$ cat config.mk
export PLATFORM = sky130hd
export DESIGN_NAME = thermometer_scratchpad_decoder
export DESIGN_NICKNAME = d
export VERILOG_FILES = /design/src/rtl/tsd_pkg.sv /design/src/rtl/tsd_serial_div.sv /design/src/rtl/thermometer_scratchpad_decoder.sv
export SDC_FILE = /design/constraint.sdc
export NUM_CORES = 1
export LEC_CHECK = 0
export ABC_CLOCK_PERIOD_IN_PS = 4800
export BUFFER_PORTS_ARGS = -buffer_cell sky130_fd_sc_hd__buf_4
export CORE_MARGIN = 1
export CORE_UTILIZATION = 45
export CTS_CLUSTER_SIZE = 10
export DETAILED_ROUTE_END_ITERATION = 10
export SLEW_MARGIN = 20
export SYNTH_ARGS = -nofsm -noshare
export SYNTH_HDL_FRONTEND = slang
export SYNTH_SLANG_ARGS = --single-unit
export TNS_END_PERCENT = 5
$ cat constraint.sdc
create_clock -name clk -period 4.8 [get_ports clk]
set_input_delay 0.24 -clock clk [delete_from_list [all_inputs] [get_ports clk]]
set_output_delay 0.24 -clock clk [all_outputs]
set_load 0.005 [all_outputs]
$ cat src/rtl/tsd_pkg.sv
package tsd_pkg;

  localparam int BYTE_W        = 8;
  localparam int SCRATCH_BYTES = 9;
  localparam int POS_W         = 4;
  localparam int TEMP_W        = 21;
  localparam int QUO_W         = 16;
  localparam int BIT_CNT_W     = 3;

  localparam logic [BYTE_W-1:0] FAM_16BIT   = 8'h28;
  localparam logic [BYTE_W-1:0] FAM_HALFDEG = 8'h10;
  localparam logic [BYTE_W-1:0] CRC_POLY    = 8'h8C;

  // quarter degree in 1/256 units
  localparam logic [TEMP_W-1:0] QUARTER_Q8  = TEMP_W'(64);

  typedef enum logic [1:0] {
    ST_OK,
    ST_CRC_ERR,
    ST_UNKNOWN_FAMILY,
    ST_ZERO_DIVISOR
  } status_t;

endpackage

$ cat src/rtl/tsd_serial_div.sv
module tsd_serial_div
  import tsd_pkg::*;
(
  input  logic              clk,
  input  logic              rst,
  input  logic              start,
  input  logic [QUO_W-1:0]  dividend,
  input  logic [BYTE_W-1:0] divisor,
  output logic              done,
  output logic [QUO_W-1:0]  quotient
);

  localparam int CNT_W = $clog2(QUO_W);

  logic              busy;
  logic [CNT_W-1:0]  cnt;
  logic [BYTE_W-1:0] rem;
  logic [QUO_W-1:0]  quo;
  logic [BYTE_W-1:0] dvs;

  logic [BYTE_W:0]   trial;
  logic [BYTE_W:0]   trial_sub;
  logic              fits;

  // restoring division, one quotient bit per cycle
  assign trial     = {rem, quo[QUO_W-1]};
  assign trial_sub = trial - {1'b0, dvs};
  assign fits      = trial >= {1'b0, dvs};
  assign quotient  = quo;

  always_ff @(posedge clk) begin
    if (rst) begin
      busy <= 1'b0;
      done <= 1'b0;
      cnt  <= '0;
    end else begin
      done <= 1'b0;
      if (start) begin
        busy <= 1'b1;
        cnt  <= '0;
      end else if (busy) begin
        cnt <= cnt + 1'b1;
        if (cnt == CNT_W'(QUO_W - 1)) begin
          busy <= 1'b0;
          done <= 1'b1;
        end
      end
    end
  end

  always_ff @(posedge clk) begin
    if (start) begin
      rem <= '0;
      quo <= dividend;
      dvs <= divisor;
    end else if (busy) begin
      rem <= fits ? trial_sub[BYTE_W-1:0] : trial[BYTE_W-1:0];
      quo <= {quo[QUO_W-2:0], fits};
    end
  end

  a_no_restart: assert property (@(posedge clk) disable iff (rst) start |-> !busy)
    else $error("divider restarted while busy");
  a_done_after_busy: assert property (@(posedge clk) disable iff (rst)
    done |-> $past(busy))
    else $error("divider done without a running division");
  a_rem_bound: assert property (@(posedge clk) disable iff (rst) done |-> rem < dvs)
    else $error("divider remainder not below divisor");

endmodule

$ cat src/rtl/thermometer_scratchpad_decoder.sv
// channel | signals                                           | accepted when
// input   | data_byte, family_code, frame_start, in_valid/in_ready | in_valid & in_ready
// output  | status, temperature_q8, out_valid/out_ready        | out_valid & out_ready
//
// Each byte is accepted, then shifted bit by bit through the bit-serial CRC-8;
// no new byte is taken until that is done. The ninth byte of a 0x10 frame with
// a good CRC and nonzero byte 7 then runs the bit-serial divider (16 quotient bits
// plus load) before the result moves out; other final bytes move out directly.
// A waiting result does not block input; only a new result waits for it.
// rst is synchronous and clears the frame position, CRC and handshake state.
module thermometer_scratchpad_decoder
  import tsd_pkg::*;
(
  input  logic              clk,
  input  logic              rst,
  input  logic              in_valid,
  output logic              in_ready,
  input  logic [BYTE_W-1:0] data_byte,
  input  logic [BYTE_W-1:0] family_code,
  input  logic              frame_start,
  output logic              out_valid,
  input  logic              out_ready,
  output logic [1:0]        status,
  output logic signed [TEMP_W-1:0] temperature_q8
);

  typedef enum logic [1:0] {
    S_IDLE,
    S_CRC,
    S_DIV,
    S_OUT
  } state_t;

  state_t             state;
  logic [POS_W-1:0]   pos;
  logic [BYTE_W-1:0]  crc;
  logic [BYTE_W-1:0]  crc_sh;
  logic [BIT_CNT_W-1:0] bit_cnt;
  logic               last;
  logic [BYTE_W-1:0]  latched_family;
  logic [BYTE_W-1:0]  b0, b1, b6, b7;
  logic               neg;
  status_t            res_status;
  logic [TEMP_W-1:0]  res_temp;
  status_t            out_status;
  logic [TEMP_W-1:0]  out_temp;

  logic               restart;
  logic [POS_W-1:0]   pos_cur;
  logic [BYTE_W-1:0]  crc_cur;
  logic [BYTE_W-1:0]  crc_step;
  logic               bit_last;
  logic               div_start;
  logic               div_done;
  logic [QUO_W-1:0]   div_quo;
  logic               frac_neg;
  logic [BYTE_W-1:0]  diff_mag;
  logic [BYTE_W-1:0]  whole;
  logic [QUO_W:0]     frac_s;
  logic [TEMP_W-1:0]  temp_16bit;
  logic [TEMP_W-1:0]  temp_half;
  logic               out_load;

  assign in_ready = (state == S_IDLE);

  assign restart = frame_start || (pos >= POS_W'(SCRATCH_BYTES));
  assign pos_cur = restart ? '0 : pos;
  assign crc_cur = restart ? '0 : crc;

  assign crc_step = crc_sh[0] ? ((crc_sh >> 1) ^ CRC_POLY) : (crc_sh >> 1);
  assign bit_last = (bit_cnt == BIT_CNT_W'(BYTE_W - 1));

  // fraction sign: remaining count above the per-degree count gives a negative numerator
  assign frac_neg = b6 > b7;
  assign diff_mag = frac_neg ? (b6 - b7) : (b7 - b6);

  assign div_start = (state == S_CRC) && bit_last && last && (crc_step == '0) &&
                     (latched_family != FAM_16BIT) && (latched_family == FAM_HALFDEG) &&
                     (b7 != '0);

  tsd_serial_div u_div (
    .clk      (clk),
    .rst      (rst),
    .start    (div_start),
    .dividend ({diff_mag, {BYTE_W{1'b0}}}),
    .divisor  (b7),
    .done     (div_done),
    .quotient (div_quo)
  );

  // floor of the 9-bit value {sign, byte0} halved
  assign whole = {(b1 != '0), b0[BYTE_W-1:1]};
  assign frac_s = neg ? (-{1'b0, div_quo}) : {1'b0, div_quo};

  assign temp_16bit = {{(TEMP_W-2*BYTE_W-4){b1[BYTE_W-1]}}, b1, b0, 4'h0};
  assign temp_half  = {{(TEMP_W-2*BYTE_W){whole[BYTE_W-1]}}, whole, {BYTE_W{1'b0}}}
                      - QUARTER_Q8
                      + {{(TEMP_W-QUO_W-1){frac_s[QUO_W]}}, frac_s};

  // output register takes a new result when empty or being drained
  assign out_load = (state == S_OUT) && (!out_valid || out_ready);

  always_ff @(posedge clk) begin
    if (rst) begin
      state          <= S_IDLE;
      pos            <= '0;
      crc            <= '0;
      bit_cnt        <= '0;
      last           <= 1'b0;
      latched_family <= '0;
      out_valid      <= 1'b0;
    end else begin
      if (out_load) begin
        out_valid <= 1'b1;
      end else if (out_ready) begin
        out_valid <= 1'b0;
      end
      case (state)
        S_IDLE: begin
          if (in_valid) begin
            crc_sh  <= crc_cur ^ data_byte;
            bit_cnt <= '0;
            last    <= (pos_cur == POS_W'(SCRATCH_BYTES - 1));
            pos     <= pos_cur + 1'b1;
            if (pos_cur == '0) begin
              latched_family <= family_code;
              b0 <= data_byte;
            end
            if (pos_cur == POS_W'(1)) b1 <= data_byte;
            if (pos_cur == POS_W'(6)) b6 <= data_byte;
            if (pos_cur == POS_W'(7)) b7 <= data_byte;
            state <= S_CRC;
          end
        end
        S_CRC: begin
          crc_sh  <= crc_step;
          bit_cnt <= bit_cnt + 1'b1;
          if (bit_last) begin
            if (!last) begin
              crc   <= crc_step;
              state <= S_IDLE;
            end else begin
              crc <= '0;
              pos <= '0;
              neg <= frac_neg;
              if (crc_step != '0) begin
                res_status <= ST_CRC_ERR;
                res_temp   <= '0;
                state      <= S_OUT;
              end else if (latched_family == FAM_16BIT) begin
                res_status <= ST_OK;
                res_temp   <= temp_16bit;
                state      <= S_OUT;
              end else if (latched_family == FAM_HALFDEG) begin
                if (b7 == '0) begin
                  res_status <= ST_ZERO_DIVISOR;
                  res_temp   <= '0;
                  state      <= S_OUT;
                end else begin
                  res_status <= ST_OK;
                  state      <= S_DIV;
                end
              end else begin
                res_status <= ST_UNKNOWN_FAMILY;
                res_temp   <= '0;
                state      <= S_OUT;
              end
            end
          end
        end
        S_DIV: begin
          if (div_done) begin
            res_temp <= temp_half;
            state    <= S_OUT;
          end
        end
        S_OUT: begin
          if (out_load) begin
            out_status <= res_status;
            out_temp   <= res_temp;
            state      <= S_IDLE;
          end
        end
        default: state <= S_IDLE;
      endcase
    end
  end

  assign status         = out_status;
  assign temperature_q8 = out_temp;

  a_zero_on_error: assert property (@(posedge clk) disable iff (rst)
    out_valid && (out_status != ST_OK) |-> out_temp == '0)
    else $error("nonzero temperature with error status");
  a_pos_range: assert property (@(posedge clk) disable iff (rst)
    pos <= POS_W'(SCRATCH_BYTES))
    else $error("frame position out of range");
  a_accept_to_crc: assert property (@(posedge clk) disable iff (rst)
    in_valid && in_ready |=> state == S_CRC)
    else $error("accepted item did not enter CRC");
  a_div_only_halfdeg: assert property (@(posedge clk) disable iff (rst)
    div_start |-> latched_family == FAM_HALFDEG && b7 != '0)
    else $error("divider started outside half-degree conversion");

endmodule
# Word-level counts from Yosys, hierarchy flattened

Cells that the tools add are included.

$add $sub $neg: 9
Order comparisons: 3
Equal/unequal tests: 18
Muxes and demuxes: 44
Bitwise operators: 4
Reductions and logical operators: 38

Operators with widths:

| cell                                                                  | count |
|---|---|
| 21-bit two-way mux                                                    | 7 |
| 8-bit two-way mux                                                     | 6 |
| 21-bit case mux with 2 select lines                                   | 1 |
| 16-bit two-way mux                                                    | 2 |
| 4-bit AND reduction                                                   | 7 |
| 8-bit nonzero test                                                    | 3 |
| 8-bit subtractor                                                      | 3 |
| 2-bit two-way mux                                                     | 10 |
| 17-bit by 17-bit adder with 18-bit output                             | 1 |
| 17-bit two-way mux                                                    | 1 |
| 16-bit negator with 17-bit output                                     | 1 |
| 16-bit by 8-bit subtractor with 17-bit output, second input constant  | 1 |
| 8-bit logical NOT                                                     | 2 |
| 4-bit two-way mux                                                     | 4 |
| 8-bit case mux with 2 select lines                                    | 1 |
| 9-bit by 8-bit greater-or-equal comparator with 1-bit output          | 1 |
| 3-bit AND reduction                                                   | 3 |
| 4-bit by 1-bit adder with 4-bit output, second input constant         | 2 |
| 4-bit by 3-bit equality test with 1-bit output, second input constant | 2 |
| 4-bit equality test, second input constant                            | 2 |
| 8-bit by 5-bit equality test with 1-bit output, second input constant | 1 |
| 8-bit by 6-bit equality test with 1-bit output, second input constant | 1 |
| 8-bit greater-than comparator                                         | 1 |
| 1-bit two-way mux                                                     | 8 |
| 27 further kinds                                                      | 45 |

Flip-flop bits (word level): 152
Output and inout port bits: 25
Word-level logic and storage cells: 141

# Logic depth before layout (Yosys ltp)

Gate-level depths: netlist of the first run.

Word-level depth: 8
Depth in mapped cells: 15
Gate-level depth less buffers: 15

# Modules after synthesis

A second synthesis of the first run with hierarchy kept.

Cells, all modules: 739
Area, all modules: 7,951.4 µm²

Modules (own cells, without submodules):

| module                         | times used | cells an instance | area an instance (µm²) |
|---|---|---|---|
| thermometer_scratchpad_decoder | 1          | 563               | 5,997.0 |
| tsd_serial_div                 | 1          | 176               | 1,954.4 |

# Worst setup path after synthesis of the first run

No wires, ideal clock.

Path type: reg2reg
Start: register b7[6]
End: register res_temp[0], enable pin
Library setup time: 507 ps
Arrival time: 4,334 ps
Required time: 4,293 ps
Setup slack: -40 ps
Cell stages (with the launch flop): 7
Path buffers: 0
Clock period less this slack: 4,840 ps
Path through: edfxtp_1 nor4_1 nand2_1 nand2_1 or2_2 nand3_1 a2111oi_0

Cells in the longest elaborated chain, start to end: 3

RTL lines:

| element                                            | line                                  | text |
|---|---|---|
| from (decl)                                        | thermometer_scratchpad_decoder.sv:41  | `logic [BYTE_W-1:0] b0, b1, b6, b7;` |
| from (signal assigned)                             | thermometer_scratchpad_decoder.sv:131 | `if (pos_cur == POS_W'(7)) b7 <= data_byte;` |
| 8-bit logical NOT                                  | thermometer_scratchpad_decoder.sv:155 | `if (b7 == '0) begin` |
| 5-bit by 2-bit != test with 1-bit output (no line) | n/a                                   |  |
| 6-bit AND reduction (no line)                      | n/a                                   |  |
| to (signal assigned)                               | thermometer_scratchpad_decoder.sv:152 | `res_temp <= temp_16bit;` |
| to (signal assigned)                               | thermometer_scratchpad_decoder.sv:173 | `res_temp <= temp_half;` |
| to (decl)                                          | thermometer_scratchpad_decoder.sv:44  | `logic [TEMP_W-1:0] res_temp;` |

Every way passes these cells.
A chain may end at the register's enable or synchronous reset.

# Final worst setup path of the first run

Start: register u_div.quo[9] (netlist: u_div.quotient[9])
End: register res_temp[18], data pin

Cells in the longest elaborated chain, start to end: 5

RTL lines:

| element                                     | line                                  | text |
|---|---|---|
| from (decl)                                 | tsd_serial_div.sv:18                  | `logic [QUO_W-1:0] quo;` |
| from (signal assigned)                      | tsd_serial_div.sv:54                  | `quo <= dividend;` |
| from (signal assigned)                      | tsd_serial_div.sv:58                  | `quo <= {quo[QUO_W-2:0], fits};` |
| 16-bit negator with 17-bit output           | thermometer_scratchpad_decoder.sv:93  | `assign frac_s = neg ? (-{1'b0, div_quo}) : {1'b0, div_quo};` |
| 17-bit two-way mux *                        | thermometer_scratchpad_decoder.sv:93  |  |
| 17-bit by 17-bit adder with 18-bit output * | thermometer_scratchpad_decoder.sv:98  | `+ {{(TEMP_W-QUO_W-1){frac_s[QUO_W]}}, frac_s};` |
| 21-bit two-way mux *                        | thermometer_scratchpad_decoder.sv:172 | `if (div_done) begin` |
| 21-bit case mux with 2 select lines *       | thermometer_scratchpad_decoder.sv:118 | `case (state)` |

Every way passes the cells marked *; elsewhere a longest branch is shown, timed or not. The select of a mux whose other input is x is not followed.

==> results of run 1 <==
cell type report:
class | count | area share, %
Timing Repair Buffer | 50 | 4.18
Tap cell | 220 | 3.06
Inverter | 65 | 2.72
Clock buffer | 17 | 4.74
Multi-Input combinational cell | 489 | 38.9
Sequential cell | 150 | 44.7
Clock inverter | 15 | 1.73
critical path, delay by kind of cell (launching register included):
family / cells / cell delay (ns)
compound gates: 5 / 1.06
xor+xnor: 1 / 0.10
fa+ha+maj: 2 / 0.63
buf+inv: 1 / 0.04
flops: 1 / 0.46
simple gates: 4 / 1.02
cell usage in the layout (no fill, tap or decap), types with 4 or more instances in the layout:
cell and n:
nor2_1 66, nor4_1 6, ha_1 54, nor3_1 14
mux2i_1 27, inv_6 9, edfxtp_1 101, xor2_1 28
a21oi_1 36, nor3b_1 8, or3_1 5, nor2b_1 4
a22oi_1 4, buf_4 50, fa_1 4, dfxtp_1 49
nand2_1 58, clkbuf_16 17, a21oi_2 4, inv_1 64
nand4_1 5, nand2b_1 5, a22o_1 4, xnor2_1 14
and2_1 6, o21ai_0 38, nand3_1 16, a21o_1 11
o21ai_2 9
sequential cells by signal, summed over array words and instances (netlist names), 2 cells and up, named ones only:
signal	count
res_status	2
crc_sh	8
u_div.quotient	16
b0	8
b7	8
u_div.cnt	4
b1	8
temperature_q8	20
crc	8
b6	8
bit_cnt	3
latched_family	8
pos	4
status	2
res_temp	20
u_div.rem	8
u_div.dvs	8
power by group through the flow:
| stage | logic (W) | clock network (W) | registers [W] |
|---|---|---|---|
| final | 0.000327 | 0.00131 | 0.00146 |
| after CTS | 0.000327 | 0.00134 | 0.00146 |
| after detailed placement | 0.000325 | 0 | 0.00149 |
| after global placement | 0.000315 | 0 | 0.00149 |
| after global routing | 0.000367 | 0.00139 | 0.00147 |
| after floorplan | 0.000245 | 0 | 0.00148 |
cell families (layout without fill, tap and decap cells):
| family | after synthesis | after routing | synth area share, % |
|---|---|---|---|
| simple gates | 215 | 215 | 13.6 |
| buf+inv | 89 | 147 | 4.70 |
| xor+xnor | 42 | 42 | 4.68 |
| mux | 29 | 29 | 3.77 |
| compound gates | 145 | 145 | 12.5 |
| fa+ha+maj | 58 | 58 | 9.62 |
| flops | 150 | 150 | 51.1 |
path summary, 6_finish.rpt:
check                                  startpoint           endpoint  cells past startpoint
worst max-delay path            u_div.quotient[9]       res_temp[18]                     13
worst min-delay path               family_code[4]  latched_family[4]                      3
worst max register to register  u_div.quotient[9]       res_temp[18]                     13
worst min register to register      res_status[1]          status[1]                      0
cells in the mapped netlist, types with 5 or more instances:
| cell type | instances |
|---|---|
| edfxtp_1 | 101 |
| nor2_1 | 66 |
| inv_1 | 64 |
| nand2_1 | 58 |
| ha_1 | 54 |
| dfxtp_1 | 49 |
| o21ai_0 | 38 |
| a21oi_1 | 36 |
| xor2_1 | 28 |
| mux2i_1 | 27 |
| nand3_1 | 16 |
| nor3_1 | 14 |
| xnor2_1 | 14 |
| clkbuf_1 | 13 |
| a21o_1 | 11 |
| nor3b_1 | 9 |
| o21ai_2 | 9 |
| and2_1 | 6 |
| nor4_1 | 6 |
| nand2b_1 | 5 |
| nand4_1 | 5 |
| or3_1 | 5 |
layer usage:
layer  GRT usage [%]  part of all wire (%)  vias to the layer above
met5               0                     0                        -
met4            9.05                   2.4                        0
met3            3.48                   3.3                       24
met2            30.8                    48                      105
met1            23.7                    46                     2569
li1                -                     -                     2682
through the flow:
step	area (um2)	utilization [%]	cells	total power (W)	setup WS, ns
final	8980	53.4	1006	0.00310	1.23
after detailed placement	8390	49.9	974	0.00182	1.25
after global routing	8980	53.4	1006	0.00323	0.982
after global placement	8390	49.9	974	0.00180	1.33
after floorplan	7860	-	728	0.00173	0.914
after CTS	8970	53.4	1006	0.00313	1.23
==> results.py, run 1 <==
metrics = {
    "routing": {
        "finalWirelength_um": 15800,
        "vias": 5380,
        "via_per_inst": 5.35,
        "firstDrtPassIters": 5,
        "route.detailed.drc": 0,
        "post_drt_wl_per_cell_um": 15.7,
        "drt-initial-drc-count": 248,
        "final_antenna_net_count": 0,
    },
    "clocking": {
        "clock_sinks": 150,
        "cts_hold_buf": 0,
        "cts_setup_buffers": 0,
        "clock_latency_ns": 0.43,
        "clk_pin_slew_ns": 0.06,
        "clockBufferDepth": 2,
        "cts_root_buf": "clkbuf_16",
        "h-tree-depth": 4,
        "cts_tree": "yes",
        "postCtsResizedCells": 0,
        "cts_buffers": 17,
    },
    "placed_design": {
        "dpl.hpwl_um": 11800,
        "gp_congestion": 0.858,
        "portBuffers": 45,
    },
    "grt": {
        "grt_pass1_vias": 5266,
        "grt_pass1_wl_um": 25800,
        "antenna_found_initial": 0,
        "overflow": 0,
        "grt_util_all_layers_pct": 18.7,
        "grt_max_degree": 41,
    },
    "die": {
        "row_count": 47,
        "core-area_um2": 16800,
        "die_area_um2": 18000,
        "io_pins": 46,
        "die_x_um": 134,
        "initial_utilization_pct": 46.7,
        "die_height_um": 134,
    },
    "logic_synthesis": {
        "ys_ff_latch": 150,
        "async_flop_share_pct": 0,
        "synth_area_um2": 7860,
        "yosysTopAreaCellShare_pct": 38.6,
        "syn-num-nets": 807,
        "ys_top_cells_by_area": "edfxtp_1 (39%), dfxtp_1 (12%), ha_1 (8.6%)",
        "synth_edf_count": 101,
        "synth_cell_types": 71,
        "syn-instance-count": 728,
        "yosys_warnings": 0,
        "ys.flop_type": "edfxtp_1",
        "syn_avg_cell_area_um2": 10.8,
        "ys_seq_area_share_pct": 51.1,
        "yosysTopAreaCell": "edfxtp_1",
    },
    "power": {
        "powerDensity_nw_per_um2": 346,
        "clockPowerShare_pct": 42.3,
        "netSwitchingPower_w": 0.000804,
        "vdd_drop_max_v": 0.000257,
        "p_int_w": 0.00230,
        "swShare_pct": 25.9,
        "power_leakage_nw": 3.58,
        "combPwrFrac_pct": 10.5,
        "p_seq_share_pct": 47.2,
    },
    "finish": {
        "area_growth_pct": 14.3,
        "ff_latch_area_um2": 4010,
        "multi_input_area_um2": 3490,
        "drive_above_1_share_pct": 15.0,
        "antennaDiodeCount": 0,
        "n_fill_cell": 1472,
        "final_nets": 852,
    },
    "worst_setup_path": {
        "startpoint_type": "flip-flop",
        "crit_type": "flip-flop to flip-flop",
        "critPathMostFrequentCell": "ha_1",
        "cp_slowest_stage_delay_ns": 0.52,
        "path_max_fanout": 5,
        "critPathSlowestCell": "or4_4",
        "path_cells": "or4_4 > or3_4 > o31ai_4 > xor2_1 > ha_1 > inv_1 > ha_1 > a21o_1 > a21oi_1 > nor2_1 > a311oi_1 > o311a_1 > nand2_1",
        "worstPathRequired_ns": 4.98,
        "crit_arrival_ns": 3.75,
        "cp-end-kind": "flip-flop",
        "r2r_slack_ns": 1.23,
    },
    "timing": {
        "setup_violations": 0,
        "slew-limit-headroom_pct": 49.7,
        "finClkSkew_ns": 0.0110,
        "tns_ns": 0,
        "rsz0062_at_grt": "false",
        "maxSlewViolCount": 0,
        "fin_crit_sh_pct": 74.3,
        "hold_violations": 0,
        "fin_hold_ws_ns": 0.0402,
        "max_freq_ghz": 0.280,
        "finalCriticalPeriod_ns": 3.57,
        "worstMarginPinSlew_ns": 0.752,
    },
    "job": {
        "maxCapViolations": 0,
    },
    "run_status": {
        "status": "completed",
    },
    "min_path": {
        "holdCritPathClass": "input pin to flip-flop",
    },
}
No activity file was read; power rests on OpenSTA's default activity.
==> run 2: changes to the inputs <==
Settings changed: ABC_AREA set to 1, ABC_CLOCK_PERIOD_IN_PS 4800 to 3260.
Clock period 4.8 ns to 3.26 ns, I/O delays scaled along.
==> run 2 against run 1 <==
  * Register-to-register slack worse by 0.96 ns
  * Highest routed layer unchanged
  * Critical path depth is 4 higher
  * Sequential power is 60% higher
  * Routed wire length is 11% higher
  * Clock skew hardly changed
  * Critical path type unchanged
==> results.py, run 2 <==
metrics = {
    "routing": {
        "vias": 6291,
        "post_drt_wl_per_cell_um": 13.6,
        "drt-initial-drc-count": 341,
        "final_antenna_net_count": 0,
        "route.detailed.drc": 0,
        "via_per_inst": 4.87,
        "firstDrtPassIters": 5,
        "finalWirelength_um": 17500,
    },
    "power": {
        "power_leakage_nw": 4.34,
        "powerDensity_nw_per_um2": 542,
        "vdd_drop_max_v": 0.000393,
    },
    "placed_design": {
        "dp_slack_ns": -0.00644,
        "placed_area_um2": 8900,
        "dpl.hpwl_um": 13100,
        "portBuffers": 45,
        "gp_congestion": 0.850,
    },
    "worst_setup_path": {
        "r2r_slack_ns": 0.27,
        "startpoint_type": "flip-flop",
        "cp-end-kind": "flip-flop",
        "path_max_fanout": 5,
        "crit_type": "flip-flop to flip-flop",
        "r2r_cells": 17,
        "crit_arrival_ns": 3.17,
        "worstPathRequired_ns": 3.44,
    },
    "grt": {
        "grt_max_degree": 26,
        "grt_util_all_layers_pct": 19.7,
        "grt_pass1_wl_um": 28200,
        "grt_pass1_vias": 5710,
        "overflow": 0,
        "antenna_found_initial": 0,
    },
    "job": {
        "maxCapViolations": 0,
    },
    "min_path": {
        "whs_path_depth": 3,
        "holdCritPathClass": "input pin to flip-flop",
    },
    "finish": {
        "layout_common_cells": "nand2_1 (254), inv_1 (164), edfxtp_1 (101)",
        "antennaDiodeCount": 0,
        "area_growth_pct": 16.3,
        "multi_input_area_um2": 3600,
        "n_fill_cell": 1745,
        "final_nets": 1128,
        "drive_above_1_share_pct": 11.2,
        "ff_latch_area_um2": 4010,
        "final_area_um2": 9640,
        "final_common_cell": "nand2_1",
    },
    "logic_synthesis": {
        "yosys-top-cells-count": "nand2_1 (254), inv_1 (164), edfxtp_1 (101)",
        "ys.flop_type": "edfxtp_1",
        "synth_area_um2": 8290,
        "syn-num-nets": 1062,
        "synth_most_common_cell": "nand2_1",
        "ys_ff_latch": 150,
        "async_flop_share_pct": 0,
        "synth_cell_types": 43,
        "yosys_warnings": 0,
        "yosysTopAreaCellShare_pct": 36.6,
        "synth_edf_count": 101,
        "yosysTopAreaCell": "edfxtp_1",
        "ys_top_cells_by_area": "edfxtp_1 (37%), dfxtp_1 (12%), nand2_1 (12%)",
        "ys_seq_area_share_pct": 48.4,
        "syn-instance-count": 983,
        "syn_avg_cell_area_um2": 8.43,
    },
    "clocking": {
        "h-tree-depth": 4,
        "clock_sinks": 150,
        "clk_pin_slew_ns": 0.06,
        "clockBufferDepth": 2,
        "cts_tree": "yes",
        "cts_buffers": 17,
        "clock_latency_ns": 0.43,
        "cts_root_buf": "clkbuf_16",
    },
    "die": {
        "initial_utilization_pct": 46.0,
        "core-area_um2": 18000,
        "io_pins": 46,
        "die_area_um2": 19000,
        "die_height_um": 138,
        "row_count": 49,
        "die_x_um": 138,
    },
    "timing": {
        "max_freq_ghz": 0.335,
        "worstMarginPinSlew_ns": 0.836,
        "finalCriticalPeriod_ns": 2.99,
        "hold_violations": 0,
        "maxSlewViolCount": 0,
        "final.setup.worst_slack_ns": 0.272,
        "finClkSkew_ns": 0.0113,
        "setup_violations": 0,
        "slew-limit-headroom_pct": 44.0,
        "fin_crit_sh_pct": 91.7,
    },
    "run_status": {
        "status": "completed",
    },
}
==> run 2: cell types whose count changed after synthesis, sizes merged, moves of 12 or more <==
cell and change:
nor2 +22, nand4 +12, nand2 +198, mux2i -27
nand3 +33, a21oi +16, inv +103
==> run 2: area by class of cell <==
class,instances,share of cell area (%)
Clock buffer,21,4.90
Clock inverter,11,1.27
Inverter,168,6.57
Multi-Input combinational cell,648,37.4
Sequential cell,150,41.7
Tap cell,229,2.97
Timing Repair Buffer,64,5.22
==> run 2: repair_timing <==
| item | 4_1_cts | 5_1_grt |
|---|---|---|
| gates resized for setup | 1 | 8 |
| setup endpoints to repair | 3 | 8 |
| setup buffers | 0 | 0 |
| pin swaps | 0 | 3 |
| hold buffers | 5 | 4 |
| endpoints found under the hold margin | 17 | 11 |
==> run 2: final timing paths <==
kind,startpoint,to
worst max-delay path,u_div.quotient[0],res_temp[19]
worst min-delay path,family_code[3],latched_family[3]
worst max register to register,u_div.quotient[0],res_temp[19]
worst min register to register,res_temp[11],temperature_q8[11]
==> run 2: metal layers <==
layer  routed length [um]  share of wire [%]  track usage [%]  vias to the layer above
met1                 8380                 48             26.2                     2840
met4                  238                1.4             5.98                        0
met3                  643                3.7             4.60                       20
met2                 8270                 47             31.9                      122
li1                     -                  -                -                     3309
met5                    0                  0                0                        -
==> run 2: cells by family after synthesis <==
| logic type | count (synthesis) | synth area share (%) |
|---|---|---|
| and+or+nand+nor | 442 | 23.1 |
| buffers and inverters | 185 | 8.67 |
| DFF | 150 | 48.4 |
| AOI/OAI and AO/OA | 119 | 7.60 |
| adders and majority gates | 58 | 9.12 |
| xor gates and xnor gates | 29 | 3.07 |
==> run 2: through the flow <==
| step | TNS (ns) | utilization (%) | hold WS, ns | cells | power, W |
|---|---|---|---|---|---|
| after global placement | 0 | 49.4 | 0.401 | 1250 | 0.00326 |
| after global routing | -0.00805 | 53.5 | 0.0328 | 1291 | 0.00550 |
| after detailed placement | -0.0161 | 49.4 | 0.405 | 1250 | 0.00327 |
| after CTS | 0 | 53.0 | 0.00249 | 1287 | 0.00526 |
| after floorplan | 0 | - | 0.262 | 983 | 0.00300 |
| final | 0 | 53.5 | 0.0182 | 1291 | 0.00523 |
==> run 2: report_power, final <==
group / leakage (nW) / switching [W] / internal (W)
Sequential: 1.32 / 0.0000817 / 0.00226
Clock: 0.293 / 0.000788 / 0.00119
Combinational: 2.72 / 0.000597 / 0.000304
==> run 2: worst max-delay path: stages, from the launching register on <==
cell and delay (ns):
dfxtp_1 0.32, nor3_1 0.26, nand2_1 0.12, nor2_1 0.15
nand3_1 0.09, nand2_1 0.09, nand2_1 0.07, xor2_1 0.16
ha_1 0.28, inv_1 0.04, ha_1 0.36, inv_1 0.12
nor3_2 0.21, nand3_1 0.13, nand3_1 0.11, nand2_1 0.05
nand3_1 0.11, nand2_1 0.07
